[src/crlr_pkg.sv]
// Package for the clipped line rasterizer: payload structs, queue entry,
// config bundle, back-end state type and fixed widths. No dependencies.
`default_nettype none
package crlr_pkg;

  localparam int COORD_BITS = 12;
  localparam int FRAC_BITS  = 16;
  localparam int COLOR_BITS = 16;
  localparam int SIZE_BITS  = 11;
  localparam int FIX_W      = COORD_BITS + FRAC_BITS + 2;
  localparam int INC_W      = FRAC_BITS + 2;
  localparam int ERR_W      = COORD_BITS + 4;
  localparam int DIV_W      = COORD_BITS + FRAC_BITS;

  // configuration register indexes
  localparam logic [1:0] REG_WIDTH  = 2'd0;
  localparam logic [1:0] REG_HEIGHT = 2'd1;
  localparam logic [1:0] REG_MODE   = 2'd2;

  // action codes
  localparam logic ACT_LOAD = 1'b0;
  localparam logic ACT_STEP = 1'b1;

  // line mode codes
  localparam logic MODE_DDA  = 1'b0;
  localparam logic MODE_BRES = 1'b1;

  typedef struct packed {
    logic                         action;
    logic signed [COORD_BITS-1:0] start_x;
    logic signed [COORD_BITS-1:0] start_y;
    logic signed [COORD_BITS-1:0] end_x;
    logic signed [COORD_BITS-1:0] end_y;
    logic [COLOR_BITS-1:0]        pen_color;
  } in_item_t;

  typedef struct packed {
    logic signed [COORD_BITS-1:0] pixel_x;
    logic signed [COORD_BITS-1:0] pixel_y;
    logic [COLOR_BITS-1:0]        pixel_color;
    logic                         on_screen;
    logic                         last_pixel;
    logic                         pixel_present;
  } out_item_t;

  // classified command held in the queue
  typedef struct packed {
    logic                         is_step;
    logic signed [COORD_BITS-1:0] x0;
    logic signed [COORD_BITS-1:0] y0;
    logic signed [COORD_BITS-1:0] x1;
    logic signed [COORD_BITS-1:0] y1;
    logic signed [COORD_BITS:0]   dx;
    logic signed [COORD_BITS:0]   dy;
    logic [COORD_BITS-1:0]        adx;
    logic [COORD_BITS-1:0]        ady;
    logic [COLOR_BITS-1:0]        color;
  } cmd_t;

  typedef struct packed {
    logic [SIZE_BITS-1:0] width;
    logic [SIZE_BITS-1:0] height;
    logic                 mode;
    logic                 mode_wr;
  } cfg_t;

  typedef enum logic {
    BK_RUN,
    BK_DIV
  } bk_state_t;

endpackage
`default_nettype wire

[src/crlr_div.sv]
// Restoring divider, one quotient bit per cycle.
// Depends on crlr_pkg for widths.
`default_nettype none
module crlr_div (
  input  wire logic                           clk,
  input  wire logic                           rst_n,
  input  wire logic                           start,
  input  wire logic [crlr_pkg::DIV_W-1:0]     dividend,
  input  wire logic [crlr_pkg::COORD_BITS-1:0] divisor,
  output logic                                done,
  output logic [crlr_pkg::DIV_W-1:0]          quotient
);
  import crlr_pkg::*;

  localparam int CNT_W = $clog2(DIV_W + 1);

  logic [COORD_BITS:0]   rem_r, rem_nxt;
  logic [DIV_W-1:0]      quo_r, quo_nxt;
  logic [COORD_BITS-1:0] div_r;
  logic [CNT_W-1:0]      cnt_r, cnt_nxt;
  logic                  busy_r, busy_nxt;
  logic                  done_r, done_nxt;
  logic [COORD_BITS:0]   trial;
  logic                  fits;

  // shift in one dividend bit and try a subtract
  always_comb begin
    trial    = {rem_r[COORD_BITS-1:0], quo_r[DIV_W-1]};
    fits     = trial >= {1'b0, div_r};
    rem_nxt  = rem_r;
    quo_nxt  = quo_r;
    cnt_nxt  = cnt_r;
    busy_nxt = busy_r;
    done_nxt = 1'b0;
    if (start) begin
      rem_nxt  = '0;
      quo_nxt  = dividend;
      cnt_nxt  = '0;
      busy_nxt = 1'b1;
    end else if (busy_r) begin
      rem_nxt = fits ? trial - {1'b0, div_r} : trial;
      quo_nxt = {quo_r[DIV_W-2:0], fits};
      cnt_nxt = cnt_r + 1'b1;
      if (cnt_r == CNT_W'(DIV_W - 1)) begin
        busy_nxt = 1'b0;
        done_nxt = 1'b1;
      end
    end
  end

  always_ff @(posedge clk) begin
    if (!rst_n) begin
      busy_r <= 1'b0;
      done_r <= 1'b0;
      cnt_r  <= '0;
    end else begin
      busy_r <= busy_nxt;
      done_r <= done_nxt;
      cnt_r  <= cnt_nxt;
    end
    rem_r <= rem_nxt;
    quo_r <= quo_nxt;
    if (start) div_r <= divisor;
  end

  assign done     = done_r;
  assign quotient = quo_r;

endmodule
`default_nettype wire

[src/crlr_front.sv]
// Front end: accepts input items, classifies them into commands and queues
// them in a two-entry queue. Depends on crlr_pkg.
`default_nettype none
module crlr_front (
  input  wire logic               clk,
  input  wire logic               rst_n,
  input  wire logic               in_valid,
  output logic                    in_stall,
  input  wire crlr_pkg::in_item_t in_data,
  output logic                    q_valid,
  output crlr_pkg::cmd_t          q_head,
  input  wire logic               q_pop
);
  import crlr_pkg::*;

  cmd_t       ent_r [2];
  logic       wr_r, wr_nxt;
  logic       rd_r, rd_nxt;
  logic [1:0] cnt_r, cnt_nxt;
  logic       push;
  cmd_t       cmd;

  // classify: deltas and their magnitudes
  always_comb begin
    cmd.is_step = in_data.action == ACT_STEP;
    cmd.x0      = in_data.start_x;
    cmd.y0      = in_data.start_y;
    cmd.x1      = in_data.end_x;
    cmd.y1      = in_data.end_y;
    cmd.dx      = {in_data.end_x[COORD_BITS-1], in_data.end_x}
                - {in_data.start_x[COORD_BITS-1], in_data.start_x};
    cmd.dy      = {in_data.end_y[COORD_BITS-1], in_data.end_y}
                - {in_data.start_y[COORD_BITS-1], in_data.start_y};
    cmd.adx     = cmd.dx[COORD_BITS] ? COORD_BITS'(-cmd.dx) : cmd.dx[COORD_BITS-1:0];
    cmd.ady     = cmd.dy[COORD_BITS] ? COORD_BITS'(-cmd.dy) : cmd.dy[COORD_BITS-1:0];
    cmd.color   = in_data.pen_color;
  end

  assign in_stall = cnt_r == 2'd2;
  assign push     = in_valid && !in_stall;
  assign q_valid  = cnt_r != 2'd0;
  assign q_head   = ent_r[rd_r];

  // advance queue pointers
  always_comb begin
    wr_nxt  = push ? !wr_r : wr_r;
    rd_nxt  = q_pop ? !rd_r : rd_r;
    cnt_nxt = cnt_r + {1'b0, push} - {1'b0, q_pop};
  end

  always_ff @(posedge clk) begin
    if (!rst_n) begin
      wr_r  <= 1'b0;
      rd_r  <= 1'b0;
      cnt_r <= 2'd0;
    end else begin
      wr_r  <= wr_nxt;
      rd_r  <= rd_nxt;
      cnt_r <= cnt_nxt;
    end
    if (push) ent_r[wr_r] <= cmd;
  end

endmodule
`default_nettype wire

[src/crlr_back.sv]
// Back end: carries out queued commands (line setup, DDA division, pixel
// steps) and holds the output register. Depends on crlr_pkg and crlr_div.
`default_nettype none
module crlr_back (
  input  wire logic                clk,
  input  wire logic                rst_n,
  input  wire crlr_pkg::cfg_t      cfg,
  input  wire logic                q_valid,
  input  wire crlr_pkg::cmd_t      q_head,
  output logic                     q_pop,
  output logic                     out_valid,
  input  wire logic                out_stall,
  output crlr_pkg::out_item_t      out_data
);
  import crlr_pkg::*;

  localparam logic [FIX_W-1:0] HALF = FIX_W'(1) << (FRAC_BITS - 1);

  bk_state_t state_r, state_nxt;

  logic                         active_r, active_nxt;
  logic signed [COORD_BITS-1:0] cur_x_r, cur_x_nxt, cur_y_r, cur_y_nxt;
  logic signed [COORD_BITS-1:0] stop_r, stop_nxt;
  logic signed [ERR_W-1:0]      err_r, err_nxt;
  logic [COORD_BITS-1:0]        adx_r, adx_nxt, ady_r, ady_nxt;
  logic                         up_r, up_nxt, xmaj_r, xmaj_nxt;
  logic signed [FIX_W-1:0]      frac_x_r, frac_x_nxt, frac_y_r, frac_y_nxt;
  logic signed [INC_W-1:0]      inc_x_r, inc_x_nxt, inc_y_r, inc_y_nxt;
  logic [COORD_BITS-1:0]        steps_r, steps_nxt;
  logic [COLOR_BITS-1:0]        color_r, color_nxt;
  logic                         neg_x_r, neg_x_nxt, neg_y_r, neg_y_nxt;
  out_item_t                    out_r, out_nxt;
  logic                         out_valid_r, out_valid_nxt;

  logic                  out_free;
  logic                  div_start;
  logic                  div_done;
  logic [DIV_W-1:0]      quo_x, quo_y;
  logic [COORD_BITS-1:0] steps_new;

  logic signed [COORD_BITS-1:0] px, py;
  logic                         last;
  logic [FIX_W-1:0]             mag_x, mag_y, rnd_x, rnd_y;
  logic signed [COORD_BITS:0]   dd;
  logic [ERR_W-1:0]             two_adx, two_ady;
  logic signed [ERR_W-1:0]      two_diff;
  logic                         fwd;
  logic signed [INC_W-1:0]      qx, qy;

  assign out_free  = !out_valid_r || !out_stall;
  assign steps_new = (q_head.adx >= q_head.ady) ? q_head.adx : q_head.ady;

  crlr_div u_div_x (
    .clk      (clk),
    .rst_n    (rst_n),
    .start    (div_start),
    .dividend ({q_head.adx, {FRAC_BITS{1'b0}}}),
    .divisor  (steps_new),
    .done     (div_done),
    .quotient (quo_x)
  );

  crlr_div u_div_y (
    .clk      (clk),
    .rst_n    (rst_n),
    .start    (div_start),
    .dividend ({q_head.ady, {FRAC_BITS{1'b0}}}),
    .divisor  (steps_new),
    .done     (),
    .quotient (quo_y)
  );

  // next state
  always_comb begin
    state_nxt = state_r;
    unique case (state_r)
      BK_RUN: if (div_start) state_nxt = BK_DIV;
      BK_DIV: if (div_done) state_nxt = BK_RUN;
      default: state_nxt = BK_RUN;
    endcase
  end

  // pop when running and the command can complete this cycle
  always_comb begin
    q_pop = (state_r == BK_RUN) && q_valid && (!q_head.is_step || out_free);
    div_start = q_pop && !q_head.is_step && (cfg.mode == MODE_DDA) &&
                (steps_new != '0);
  end

  // current pixel and step arithmetic
  always_comb begin
    mag_x = frac_x_r[FIX_W-1] ? FIX_W'(-frac_x_r) : frac_x_r;
    mag_y = frac_y_r[FIX_W-1] ? FIX_W'(-frac_y_r) : frac_y_r;
    rnd_x = (mag_x + HALF) >> FRAC_BITS;
    rnd_y = (mag_y + HALF) >> FRAC_BITS;
    if (cfg.mode == MODE_DDA) begin
      px   = frac_x_r[FIX_W-1] ? -rnd_x[COORD_BITS-1:0] : rnd_x[COORD_BITS-1:0];
      py   = frac_y_r[FIX_W-1] ? -rnd_y[COORD_BITS-1:0] : rnd_y[COORD_BITS-1:0];
      last = steps_r <= COORD_BITS'(1);
    end else begin
      px   = cur_x_r;
      py   = cur_y_r;
      last = xmaj_r ? (cur_x_r == stop_r) : (cur_y_r == stop_r);
    end
    two_adx = {{(ERR_W-COORD_BITS-1){1'b0}}, adx_r, 1'b0};
    two_ady = {{(ERR_W-COORD_BITS-1){1'b0}}, ady_r, 1'b0};
    dd      = xmaj_r ? ({1'b0, ady_r} - {1'b0, adx_r}) : ({1'b0, adx_r} - {1'b0, ady_r});
    two_diff = {{(ERR_W-COORD_BITS-2){dd[COORD_BITS]}}, dd, 1'b0};
    fwd     = (q_head.ady <= q_head.adx) ? !q_head.dx[COORD_BITS] : !q_head.dy[COORD_BITS];
    qx      = {1'b0, quo_x[INC_W-2:0]};
    qy      = {1'b0, quo_y[INC_W-2:0]};
  end

  // datapath updates
  always_comb begin
    active_nxt    = active_r;
    cur_x_nxt     = cur_x_r;
    cur_y_nxt     = cur_y_r;
    stop_nxt      = stop_r;
    err_nxt       = err_r;
    adx_nxt       = adx_r;
    ady_nxt       = ady_r;
    up_nxt        = up_r;
    xmaj_nxt      = xmaj_r;
    frac_x_nxt    = frac_x_r;
    frac_y_nxt    = frac_y_r;
    inc_x_nxt     = inc_x_r;
    inc_y_nxt     = inc_y_r;
    steps_nxt     = steps_r;
    color_nxt     = color_r;
    neg_x_nxt     = neg_x_r;
    neg_y_nxt     = neg_y_r;
    out_nxt       = out_r;
    out_valid_nxt = out_valid_r && out_stall;

    if (state_r == BK_DIV && div_done) begin
      inc_x_nxt  = neg_x_r ? -qx : qx;
      inc_y_nxt  = neg_y_r ? -qy : qy;
      active_nxt = 1'b1;
    end

    if (q_pop && !q_head.is_step) begin
      // set up a new line
      color_nxt = q_head.color;
      adx_nxt   = q_head.adx;
      ady_nxt   = q_head.ady;
      if (cfg.mode == MODE_DDA) begin
        steps_nxt  = steps_new;
        active_nxt = 1'b0;
        neg_x_nxt  = q_head.dx[COORD_BITS];
        neg_y_nxt  = q_head.dy[COORD_BITS];
        frac_x_nxt = {{(FIX_W-COORD_BITS-FRAC_BITS){q_head.x0[COORD_BITS-1]}},
                      q_head.x0, {FRAC_BITS{1'b0}}};
        frac_y_nxt = {{(FIX_W-COORD_BITS-FRAC_BITS){q_head.y0[COORD_BITS-1]}},
                      q_head.y0, {FRAC_BITS{1'b0}}};
      end else begin
        up_nxt   = (q_head.dx[COORD_BITS] && q_head.dy[COORD_BITS]) ||
                   (!q_head.dx[COORD_BITS] && q_head.dx != '0 &&
                    !q_head.dy[COORD_BITS] && q_head.dy != '0);
        xmaj_nxt = q_head.ady <= q_head.adx;
        cur_x_nxt = fwd ? q_head.x0 : q_head.x1;
        cur_y_nxt = fwd ? q_head.y0 : q_head.y1;
        if (q_head.ady <= q_head.adx) begin
          stop_nxt = fwd ? q_head.x1 : q_head.x0;
          err_nxt  = $signed({{(ERR_W-COORD_BITS-1){1'b0}}, q_head.ady, 1'b0}
                   - {{(ERR_W-COORD_BITS){1'b0}}, q_head.adx});
        end else begin
          stop_nxt = fwd ? q_head.y1 : q_head.y0;
          err_nxt  = $signed({{(ERR_W-COORD_BITS-1){1'b0}}, q_head.adx, 1'b0}
                   - {{(ERR_W-COORD_BITS){1'b0}}, q_head.ady});
        end
        active_nxt = 1'b1;
      end
    end else if (q_pop) begin
      // emit one output item (a pixel when a line is active) and advance
      out_valid_nxt = 1'b1;
      out_nxt       = '0;
      if (active_r) begin
        out_nxt.pixel_x       = px;
        out_nxt.pixel_y       = py;
        out_nxt.pixel_color   = color_r;
        out_nxt.on_screen     = !px[COORD_BITS-1] && (px[COORD_BITS-2:0] < cfg.width) &&
                                !py[COORD_BITS-1] && (py[COORD_BITS-2:0] < cfg.height);
        out_nxt.last_pixel    = last;
        out_nxt.pixel_present = 1'b1;
        if (last) active_nxt = 1'b0;
        if (cfg.mode == MODE_DDA) begin
          frac_x_nxt = frac_x_r + {{(FIX_W-INC_W){inc_x_r[INC_W-1]}}, inc_x_r};
          frac_y_nxt = frac_y_r + {{(FIX_W-INC_W){inc_y_r[INC_W-1]}}, inc_y_r};
          steps_nxt  = steps_r - 1'b1;
        end else if (!last) begin
          if (xmaj_r) begin
            cur_x_nxt = cur_x_r + 1'b1;
            if (err_r < 0) begin
              err_nxt = err_r + $signed(two_ady);
            end else begin
              cur_y_nxt = up_r ? cur_y_r + 1'b1 : cur_y_r - 1'b1;
              err_nxt   = err_r + two_diff;
            end
          end else begin
            cur_y_nxt = cur_y_r + 1'b1;
            if (err_r <= 0) begin
              err_nxt = err_r + $signed(two_adx);
            end else begin
              cur_x_nxt = up_r ? cur_x_r + 1'b1 : cur_x_r - 1'b1;
              err_nxt   = err_r + two_diff;
            end
          end
        end
      end
    end

    // drop the pending line on a mode write
    if (cfg.mode_wr) active_nxt = 1'b0;
  end

  always_ff @(posedge clk) begin
    if (!rst_n) begin
      state_r     <= BK_RUN;
      active_r    <= 1'b0;
      out_valid_r <= 1'b0;
    end else begin
      state_r     <= state_nxt;
      active_r    <= active_nxt;
      out_valid_r <= out_valid_nxt;
    end
    cur_x_r  <= cur_x_nxt;
    cur_y_r  <= cur_y_nxt;
    stop_r   <= stop_nxt;
    err_r    <= err_nxt;
    adx_r    <= adx_nxt;
    ady_r    <= ady_nxt;
    up_r     <= up_nxt;
    xmaj_r   <= xmaj_nxt;
    frac_x_r <= frac_x_nxt;
    frac_y_r <= frac_y_nxt;
    inc_x_r  <= inc_x_nxt;
    inc_y_r  <= inc_y_nxt;
    steps_r  <= steps_nxt;
    color_r  <= color_nxt;
    neg_x_r  <= neg_x_nxt;
    neg_y_r  <= neg_y_nxt;
    out_r    <= out_nxt;
  end

  assign out_valid = out_valid_r;
  assign out_data  = out_r;

endmodule
`default_nettype wire

[src/clipped_line_rasterizer.sv]
// Clipped line rasterizer: a step request returns one output item (a pixel if
// a line is active) via the queue entry and output register; one request per
// cycle is sustained from the two-entry queue while out_stall is low and no
// DDA load holds the back end in BK_DIV as the serial dividers form the
// increments; Bresenham loads do not. Synchronous active-low reset: no line
// pending, queue and output empty, width 320, height 240, Bresenham mode.
`default_nettype none
module clipped_line_rasterizer (
  input  wire logic                 clk,
  input  wire logic                 rst_n,
  input  wire logic                 in_valid,
  output logic                      in_stall,
  input  wire crlr_pkg::in_item_t   in_data,
  output logic                      out_valid,
  input  wire logic                 out_stall,
  output crlr_pkg::out_item_t       out_data,
  input  wire logic                 cfg_we,
  input  wire logic [1:0]           cfg_index,
  input  wire logic [crlr_pkg::SIZE_BITS-1:0] cfg_data
);
  import crlr_pkg::*;

  logic [SIZE_BITS-1:0] width_r, height_r;
  logic                 mode_r;
  cfg_t                 cfg;
  logic                 q_valid, q_pop;
  cmd_t                 q_head;

  // configuration registers
  always_ff @(posedge clk) begin
    if (!rst_n) begin
      width_r  <= SIZE_BITS'(320);
      height_r <= SIZE_BITS'(240);
      mode_r   <= MODE_BRES;
    end else if (cfg_we) begin
      if (cfg_index == REG_WIDTH)  width_r  <= cfg_data;
      if (cfg_index == REG_HEIGHT) height_r <= cfg_data;
      if (cfg_index == REG_MODE)   mode_r   <= cfg_data[0];
    end
  end

  always_comb begin
    cfg.width   = width_r;
    cfg.height  = height_r;
    cfg.mode    = mode_r;
    cfg.mode_wr = cfg_we && (cfg_index == REG_MODE);
  end

  crlr_front u_front (
    .clk      (clk),
    .rst_n    (rst_n),
    .in_valid (in_valid),
    .in_stall (in_stall),
    .in_data  (in_data),
    .q_valid  (q_valid),
    .q_head   (q_head),
    .q_pop    (q_pop)
  );

  crlr_back u_back (
    .clk       (clk),
    .rst_n     (rst_n),
    .cfg       (cfg),
    .q_valid   (q_valid),
    .q_head    (q_head),
    .q_pop     (q_pop),
    .out_valid (out_valid),
    .out_stall (out_stall),
    .out_data  (out_data)
  );

endmodule
`default_nettype wire
[config.mk]
export PLATFORM = sky130hd
export DESIGN_NAME = clipped_line_rasterizer
export DESIGN_NICKNAME = d
export VERILOG_FILES = /design/src/crlr_pkg.sv /design/src/crlr_div.sv /design/src/crlr_front.sv /design/src/crlr_back.sv /design/src/clipped_line_rasterizer.sv
export SDC_FILE = /design/constraint.sdc
export NUM_CORES = 1
export LEC_CHECK = 0
export BUFFER_PORTS_ARGS = -buffer_cell sky130_fd_sc_hd__buf_2
export CORE_MARGIN = 1.5
export CORE_UTILIZATION = 63
export CTS_CLUSTER_DIAMETER = 40
export DETAILED_ROUTE_END_ITERATION = 6
export GPL_ROUTABILITY_DRIVEN = 0
export GPL_TIMING_DRIVEN = 0
export PLACE_DENSITY = 0.79
export SYNTH_ARGS = -nofsm -noshare
export SYNTH_HDL_FRONTEND = slang
export SYNTH_SLANG_ARGS = --single-unit
[constraint.sdc]
create_clock -name clk -period 7.85 [get_ports clk]
set_input_delay 0.3925 -clock clk [delete_from_list [all_inputs] [get_ports clk]]
set_output_delay 0.3925 -clock clk [all_outputs]
set_load 0.03 [all_outputs]
; ---- Word-level counts from Yosys, hierarchy flattened
; Memory sizes are Yosys's and may differ from the RTL's. A register that Yosys moved wholly into a read port is not among the register bits.
; Cells that the tools add are included.
[word_totals]
ff_bits = 382
ramBits = 230
in_bits = 83
output_inout_bits = 45
word_cells = 249
n_memories = 1
[classes]
add_sub_neg = 32
order_cmp = 9
eq_ne = 14
muxes = 92
bitwise = 5
reduce_logical = 51
[mem_list]
columns = name, depth, word_bits, rd, rd_ports_with_merged_regs, wr, line
row1 = u_front.ent_r, 2, 115, 1, 1, 1, crlr_front.sv:16  ; cmd_t ent_r [2];
[op_table]
columns = operator, count
row1 = 12-bit two-way mux, 37
row2 = 30-bit two-way mux, 10
row3 = 28-bit two-way mux, 6
row4 = 16-bit two-way mux, 10
row5 = 30-bit adder, 2
row6 = "28-bit by 16-bit adder with 28-bit output, second input constant", 2
row7 = 28-bit negation, 2
row8 = 12-bit by 12-bit subtractor with 13-bit output, 4
row9 = 16-bit by 14-bit adder with 16-bit output, 3
row10 = 12-bit negation, 4
row11 = 17-bit negation with 18-bit output, 2
row12 = "12-bit by 1-bit subtractor with 12-bit output, second input constant", 3
row13 = 17-bit two-way mux, 2
row14 = 13-bit by 12-bit subtractor with 14-bit output, 2
row15 = 13-bit by 12-bit >= comparator with 1-bit output, 2
row16 = 13-bit nonzero test, 2
row17 = 1-bit two-way mux, 25
row18 = "12-bit by 1-bit adder with 12-bit output, second input constant", 2
row19 = 12-bit equality test, 2
row20 = 12-bit subtractor, 2
row21 = 11-bit < comparator, 2
row22 = "16-bit by 1-bit less-or-equal comparator with 1-bit output, second input constant", 1
row23 = 1-bit logical AND, 16
row24 = "16-bit by 1-bit < comparator with 1-bit output, second input constant", 1
row25 = 26 further kinds, 59

; ---- Depth between registers and ports, before layout
; Gate-level depths: netlist of run 1.
[logic_depth]
word_depth = 10
depth_mapped = 23
ltp_nobuf = 21

; ---- Cells and area by module
; Synthesis of run 1 repeated with hierarchy kept, for this count alone.
[hier_totals]
hier_cells = 3488
area_unflattened_um2 = 37890.1
[by_module_without_submodules]
columns = mod, instances, cells_each, area_per_inst_um2
row1 = crlr_back, 1, 2274, 20963.9
row2 = crlr_front, 1, 611, 9950.8
row3 = crlr_div, 2, 252, 3012.9
row4 = clipped_line_rasterizer, 1, 99, 949.7

; ---- Worst setup path after synthesis of run 1
; OpenSTA, ideal clock, no wires.
[synth_path]
kind = register to register
start = register u_front.cnt_r[0]
end = memory u_front.ent_r[0][0] (netlist name) (enable)
setup_ps = 587
arrival_time_ps = 5240
path_slack_ps = 2023
stages_incl_launch_ff = 5
n_path_buf = 0
period_less_slack_ps = 5827
path_cell_list = dfxtp_1 inv_1 nand2_1 nand2_1 nor2_1
[synth_between]
elab_chain_len = 5
[synth_rtl]
columns = element, line
row1 = "start, declared", crlr_front.sv:19  ; logic [1:0] cnt_r, cnt_nxt;
row2 = "start signal, assigned", crlr_front.sv:59  ; cnt_r <= cnt_nxt;
row3 = 2-bit equality test, crlr_front.sv:39  ; assign in_stall = cnt_r == 2'd2;
row4 = 1-bit logical NOT, crlr_front.sv:40  ; assign push = in_valid && !in_stall;
row5 = 1-bit logical AND, crlr_front.sv:40
row6 = 1-bit two-way mux, crlr_front.sv:61  ; if (push) ent_r[wr_r] <= cmd;
row7 = 1-bit two-way mux (implied by the code), crlr_front.sv:61
row8 = "end, declared", crlr_front.sv:16
; No other way between the ends.

==> results_dict.tcl, run 1 <==
set metrics [dict create \
    post-route-drc-count 0 \
    path_cells "buf_2 > buf_2 > mux2i_1 > inv_1 > ha_1 > nand4_1 > or2_2 > a31oi_2 > buf_4 > mux2i_1 > nor4_1 > a311oi_2 > clkbuf_1 > clkbuf_1" \
    max_freq_mhz 137.7 \
    setup_slack_ns 0.5868 \
    via_per_inst 6.461 \
    finalMaxSlewViolations 0 \
    status "finished clean" \
    cp_num_buf_inv 6 \
    power.leakage_uw 0.01677 \
    ant_nets 0 \
    initial_utilization_pct 63.77 \
    antenna_found_initial 3 \
    slowest_delay_ns 0.98 \
    period_share_pct 92.52 \
    cts_resized 0 \
    critical_path.max_fanout 21 \
    dr.pass1.iters 7 \
    hold_class "input port to flip-flop" \
    overflow 0 \
    wl_um 108500 \
    crit_path_end_kind "flip-flop" \
    syn-cell-area_mm2 0.03763 \
    synth.distinct_cells 90 \
    power_density_mw_per_mm2 379.5 \
    min_period_ns 7.263 \
    worstMarginPinSlew_ns 1.250 \
    drt_iter0_drc 3348 \
    arrival_ns 7.51 \
    fin_cells 4725 \
    core_area_mm2 0.05902 \
    regArea_mm2 0.01729 \
    synthSimpleGateAreaFrac_pct 13.56 \
    synth_top_family_by_area "compound AO/OA/AOI/OAI gates" \
    final_cell_mix "509 x edfxtp_1, 282 x nand2_1, 240 x ha_1" \
    cts_root_buf "clkbuf_16" \
    drive_above_1_share_pct 10.93 \
    synth_compound_area_share_pct 13.80 \
    syn_inst 3584 \
    synth_fp_nets 3920 \
    track_usage_pct 35.14 \
    cp-start-kind "flip-flop" \
    io_buffers 127 \
    vias 30530 \
    ys_seq_area_share_pct 45.93 \
    hold_violations 0 \
    clkSlewWorstSetupHoldPaths_ns 0.05 \
    diodes 0 \
    clockBufferDepth 3 \
    cpMaxStageDelayCell "clkbuf_1" \
    post_cts_buffers 0 \
    fillers 4050 \
    dieArea_mm2 0.06121 \
    syn_area_per_cell_um2 10.50 \
    ys_warn_count 0 \
    finClkSkew_ns 0.04814 \
    dieWidth_um 247.4 \
    synth_fa_ha_area_share_pct 8.671 \
    rsz0062_at_grt "no" \
    synthFlopType "edfxtp_1" \
    areaGrowthSynthToFinish_pct 14.49 \
    maxCapViolCount 0 \
    utilization_pct 73.01 \
    ir_worst_vdd_mv 0.2968 \
    cts_max_level 3 \
    multiInputGateArea_mm2 0.01890 \
    synth-seq-cells 609 \
    dp_cells 4496 \
    synth_mux_area_share_pct 7.853 \
    criticalPathCategory "flip-flop to flip-flop" \
    total_power_uw 16350 \
    numCtsBuffers 90 \
    path_delay_family "buffers and inverters" \
    synthXorXnorAreaFrac_pct 6.234 \
    synth_edf_count 509 \
    grt_pass1_vias 29010 \
    tritoncts "built" \
    max-slew-margin-rel_pct 16.68 \
    final-setup-viol-count 0 \
    io_pins 128 \
    async_reset_ff_share_pct 0 \
    num_rows 89 \
    crit_required_ns 8.10 \
    grt_start_max_net_pins 41 \
    dp_hpwl_um 76360 \
    place_ws_ns 1.129 \
    clkSinkCount 609 \
    grt_pass1_wl_um 163700 \
    fp.dieH_um 247.4 \
    nets 4215 \
    wl_per_cell_um 22.97 \
    clk_latency_ns 0.67 \
    final_common_cell "edfxtp_1" \
    r2r_slack_ns 0.59 \
]
[path summary, 6_finish.rpt]
path	to	from	cells after the start
setup / recovery	u_back.u_div_x.div_r[2]$_DFFE_PP_	flip-flop	14
hold / removal	u_front.ent_r[0][114]$_DFFE_PP_	in_data[64]	1
setup reg to reg	u_back.u_div_x.div_r[2]$_DFFE_PP_	flip-flop	14
hold reg to reg	height_r[8]$_SDFFE_PN0P_	height_r[8]$_SDFFE_PN0P_	2
[per-layer routing]
layer  wire [um]  share of wire, %  vias to the layer above  global-route usage (%)
met4        5415               5.0                        0                   16.42
met2       49450                46                     1841                   55.60
li1            -                 -                    13850                       -
met3       11720                11                      342                   7.115
met5           0                 0                        -                       0
met1       41940                39                    14500                   46.63
[sequential cells by signal, indices dropped and copies added (netlist names), 16 cells and up, named ones only]
signal	count
u_back.inc_y_r	18
u_front.ent_r	226
u_back.u_div_y.quotient	28
u_back.frac_y_r	30
u_back.u_div_x.quotient	28
u_back.inc_x_r	18
u_back.out_data	43
u_back.frac_x_r	30
u_back.color_r	16
u_back.err_r	16
[where the power goes]
part	internal (uW)	switching, uW
clock network	2320	1600
logic	2880	4750
registers	4410	405
total	9600	6750
[cells in the mapped netlist, drive strengths merged (27+ instances only)]
cell	count	area share, %
dfxtp	100	5.3
nor4	45	0.83
nor3	79	1.1
buf	28	0.37
mux2	32	0.96
edfxtp	509	41
clkbuf	118	1.2
nor2b	37	0.62
mux4	33	2.0
nand3	64	0.86
or3	45	0.77
mux2i	185	4.9
nor2	235	2.3
nand3b	32	0.64
a21oi	176	2.3
nand2	282	2.8
or2	27	0.45
nand4	29	0.48
a211oi	52	1.0
nand2b	32	0.53
a21o	51	1.0
xor2	95	2.2
and2	50	0.83
xnor2	172	4.0
o21ai	224	3.0
ha	240	8.0
o21a	30	0.60
inv	238	2.4
[cell families (layout without fill, tap and decap cells)]
logic type,Yosys count,count (layout)
AOI/OAI and AO/OA,795,795
xor gates and xnor gates,267,267
adders and majority gates,253,253
buffers and inverters,387,755
DFF,609,609
muxes,250,250
and+or+nand+nor,1023,1023
[metrics by stage]
step | setup TNS (ns) | area (um^2) | hold slack [ns]
2_1_floorplan | 0 | 37630 | 0.4064
3_3_place_gp | -96.33 | 39240 | 0.4360
3_5_place_dp | 0 | 39540 | 0.4402
4_1_cts | 0 | 43080 | 0.002018
5_1_grt | 0 | 43090 | 0.01196
6_report | 0 | 43090 | 0.01990
[final cells by class]
class	instances	share of cell area, %
Tap cell	773	2.245
Multi-Input combinational cell	2588	43.87
Clock buffer	100	5.314
Timing Repair Buffer	203	3.566
Buffer	146	1.350
Inverter	241	2.099
Clock inverter	65	1.440
Sequential cell	609	40.12
[timing repair]
action                     CTS  global route
hold buffers                63             0
hold endpoints to repair   125             0
setup endpoints to repair    0             0
Power figures use the tool's default switching activity.
==> run 2, diff against run 1 <==
--- a/config.mk
+++ b/config.mk
@@ -7,12 +7,12 @@
 export LEC_CHECK = 0
 export BUFFER_PORTS_ARGS = -buffer_cell sky130_fd_sc_hd__buf_2
 export CORE_MARGIN = 1.5
-export CORE_UTILIZATION = 63
+export CORE_UTILIZATION = 60
 export CTS_CLUSTER_DIAMETER = 40
 export DETAILED_ROUTE_END_ITERATION = 6
 export GPL_ROUTABILITY_DRIVEN = 0
 export GPL_TIMING_DRIVEN = 0
-export PLACE_DENSITY = 0.79
+export PLACE_DENSITY = 0.75
 export SYNTH_ARGS = -nofsm -noshare
 export SYNTH_HDL_FRONTEND = slang
 export SYNTH_SLANG_ARGS = --single-unit
==> results_dict.tcl, run 2 (synthesis gave the netlist of run 1 again) <==
set metrics [dict create \
    clockBufferDepth 3 \
    path_cells "buf_2 > buf_2 > mux2i_1 > inv_1 > ha_1 > nand4_1 > or2_2 > a31oi_2 > buf_4 > mux2i_1 > nor4_1 > a311oi_2 > clkbuf_1 > clkbuf_1" \
    drt_iter0_drc 2851 \
    fillers 4536 \
    drive_above_1_share_pct 11.08 \
    r2r_slack_ns 0.91 \
    worstMarginPinSlew_ns 1.406 \
    dieArea_mm2 0.06424 \
    slowest_delay_ns 0.96 \
    finClkSkew_ns 0.03068 \
    grt_pass1_vias 28490 \
    nets 4214 \
    maxCapViolCount 0 \
    status "finished clean" \
    final-setup-viol-count 0 \
    critical_path.max_fanout 21 \
    cp-start-kind "flip-flop" \
    holdPathStages 1 \
    rsz0062_at_grt "no" \
    clk_latency_ns 0.66 \
    post-route-drc-count 0 \
    holdCritStartpoint "in_data[64]" \
    arrival_ns 7.20 \
    ant_nets 0 \
    power_density_mw_per_mm2 376.2 \
    track_usage_pct 32.70 \
    max-slew-margin-rel_pct 5.075 \
    via_per_inst 6.216 \
    io_buffers 127 \
    hold_violations 0 \
    vias 29770 \
    power.leakage_uw 0.01682 \
    r2r_cells 14 \
    cts_root_buf "clkbuf_16" \
    hold_buffers 65 \
    initial_utilization_pct 60.87 \
    cpMaxStageDelayCell "clkbuf_1" \
    dr.pass1.iters 6 \
    min_to "u_front.ent_r[1][114]$_DFFE_PP_" \
    grt_pass1_wl_um 160600 \
    cts_resized 0 \
    num_rows 91 \
    diodes 0 \
    dp_cells 4559 \
    clkSinkCount 609 \
    overflow 0 \
    hold_class "input port to flip-flop" \
    clkSlewWorstSetupHoldPaths_ns 0.06 \
    multiInputGateArea_mm2 0.01890 \
    ir_worst_vdd_mv 0.2611 \
    min_period_ns 6.940 \
    finalMaxSlewViolations 0 \
    core_area_mm2 0.06183 \
    final_common_cell "edfxtp_1" \
    post_cts_buffers 0 \
    crit_required_ns 8.11 \
    antenna_found_initial 3 \
    fin_cells 4789 \
    dp_hpwl_um 76330 \
    final_cell_mix "509 x edfxtp_1, 282 x nand2_1, 240 x ha_1" \
    grt_start_max_net_pins 70 \
    r2r-end "u_back.u_div_x.div_r[8]$_DFFE_PP_" \
    cts_max_level 3 \
    crit_path_end_kind "flip-flop" \
    tritoncts "built" \
    max_freq_mhz 144.1 \
    io_pins 128 \
    dieWidth_um 253.5 \
    period_share_pct 88.40 \
    numCtsBuffers 89 \
    criticalPathCategory "flip-flop to flip-flop" \
    areaGrowthSynthToFinish_pct 14.89 \
    largest_reg_flops 226 \
    wl_um 105300 \
    largest_register "u_front.ent_r" \
    wl_per_cell_um 21.99 \
    total_power_uw 16270 \
    fp.dieH_um 253.5 \
    regArea_mm2 0.01729 \
]
[run 2: cell types whose count changed in the layout (fill, tap and decap cells not counted), moves of 2 or more]
| cell | change |
|---|---|
| clkinv_1 | -9 |
| inv_6 | -8 |
| clkbuf_8 | +5 |
| clkinv_2 | +5 |
| clkinvlp_4 | -2 |
| dlygate4sd3_1 | +2 |
| inv_4 | +2 |
| inv_8 | +2 |
[run 2: metrics by stage]
stage / area [um^2] / hold slack [ns] / worst slack, ns / TNS (ns) / util (%)
finish: 43240 / 0.009617 / 0.9104 / 0 / 69.94
global route: 43240 / 0.001484 / 0.6356 / 0 / 69.94
global placement: 39320 / 0.4224 / -0.8081 / -134.28 / 63.59
CTS: 43240 / 0.0004083 / 1.071 / 0 / 69.94
floorplan: 37630 / 0.4064 / 2.023 / 0 / -
detailed placement: 39600 / 0.4389 / 1.112 / 0 / 64.04
[run 2: cell type report]
class,count,share of cell area (%)
multi-input combinational,2588,43.71
sequential,609,39.98
clock buffer,107,5.521
timing repair buffer,203,3.524
tap,837,2.422
inverter,241,2.092
clock inverter,58,1.403
buffer,146,1.346
[run 2: how the worst max path moves through the flow]
stage	slack (ns)	cells after the start	to	start
CTS	1.07	14	u_back.u_div_x.div_r[8]$_DFFE_PP_	flip-flop
finish	0.91	14	u_back.u_div_x.div_r[8]$_DFFE_PP_	flip-flop
global placement	-0.81	3	u_front.ent_r[0][17]$_DFFE_PP_	in_valid
detailed placement	1.11	14	u_back.u_div_x.div_r[0]$_DFFE_PP_	flip-flop
floorplan	2.02	4	u_front.ent_r[0][0]$_DFFE_PP_	u_front.cnt_r[0]$_SDFF_PN0_
global route	0.64	16	u_back.u_div_x.div_r[8]$_DFFE_PP_	flip-flop
[run 2: worst max-delay path: cells and delay by family (launching register included)]
family / cells / cell delay [ns]
adder cells (fa/ha/maj): 1 / 0.35
AO/OA/AOI/OAI: 2 / 1.17
flip-flops: 1 / 0.30
multiplexers: 2 / 1.35
AND/OR/NAND/NOR: 3 / 0.65
buffers and inverters: 6 / 2.70
[run 2: report_power, final]
group	total [uW]	switching (uW)	internal (uW)
logic	7510	4650	2860
registers	4800	392	4410
clock network	3960	1600	2360
[run 2: per-layer routing]
layer	vias up	global-route usage (%)	part of all wire, %
met4	6	14.61	4.7
met5	-	0	0.061
li1	13830	-	-
met1	14130	44.13	40
met3	292	6.484	10
met2	1507	51.21	45
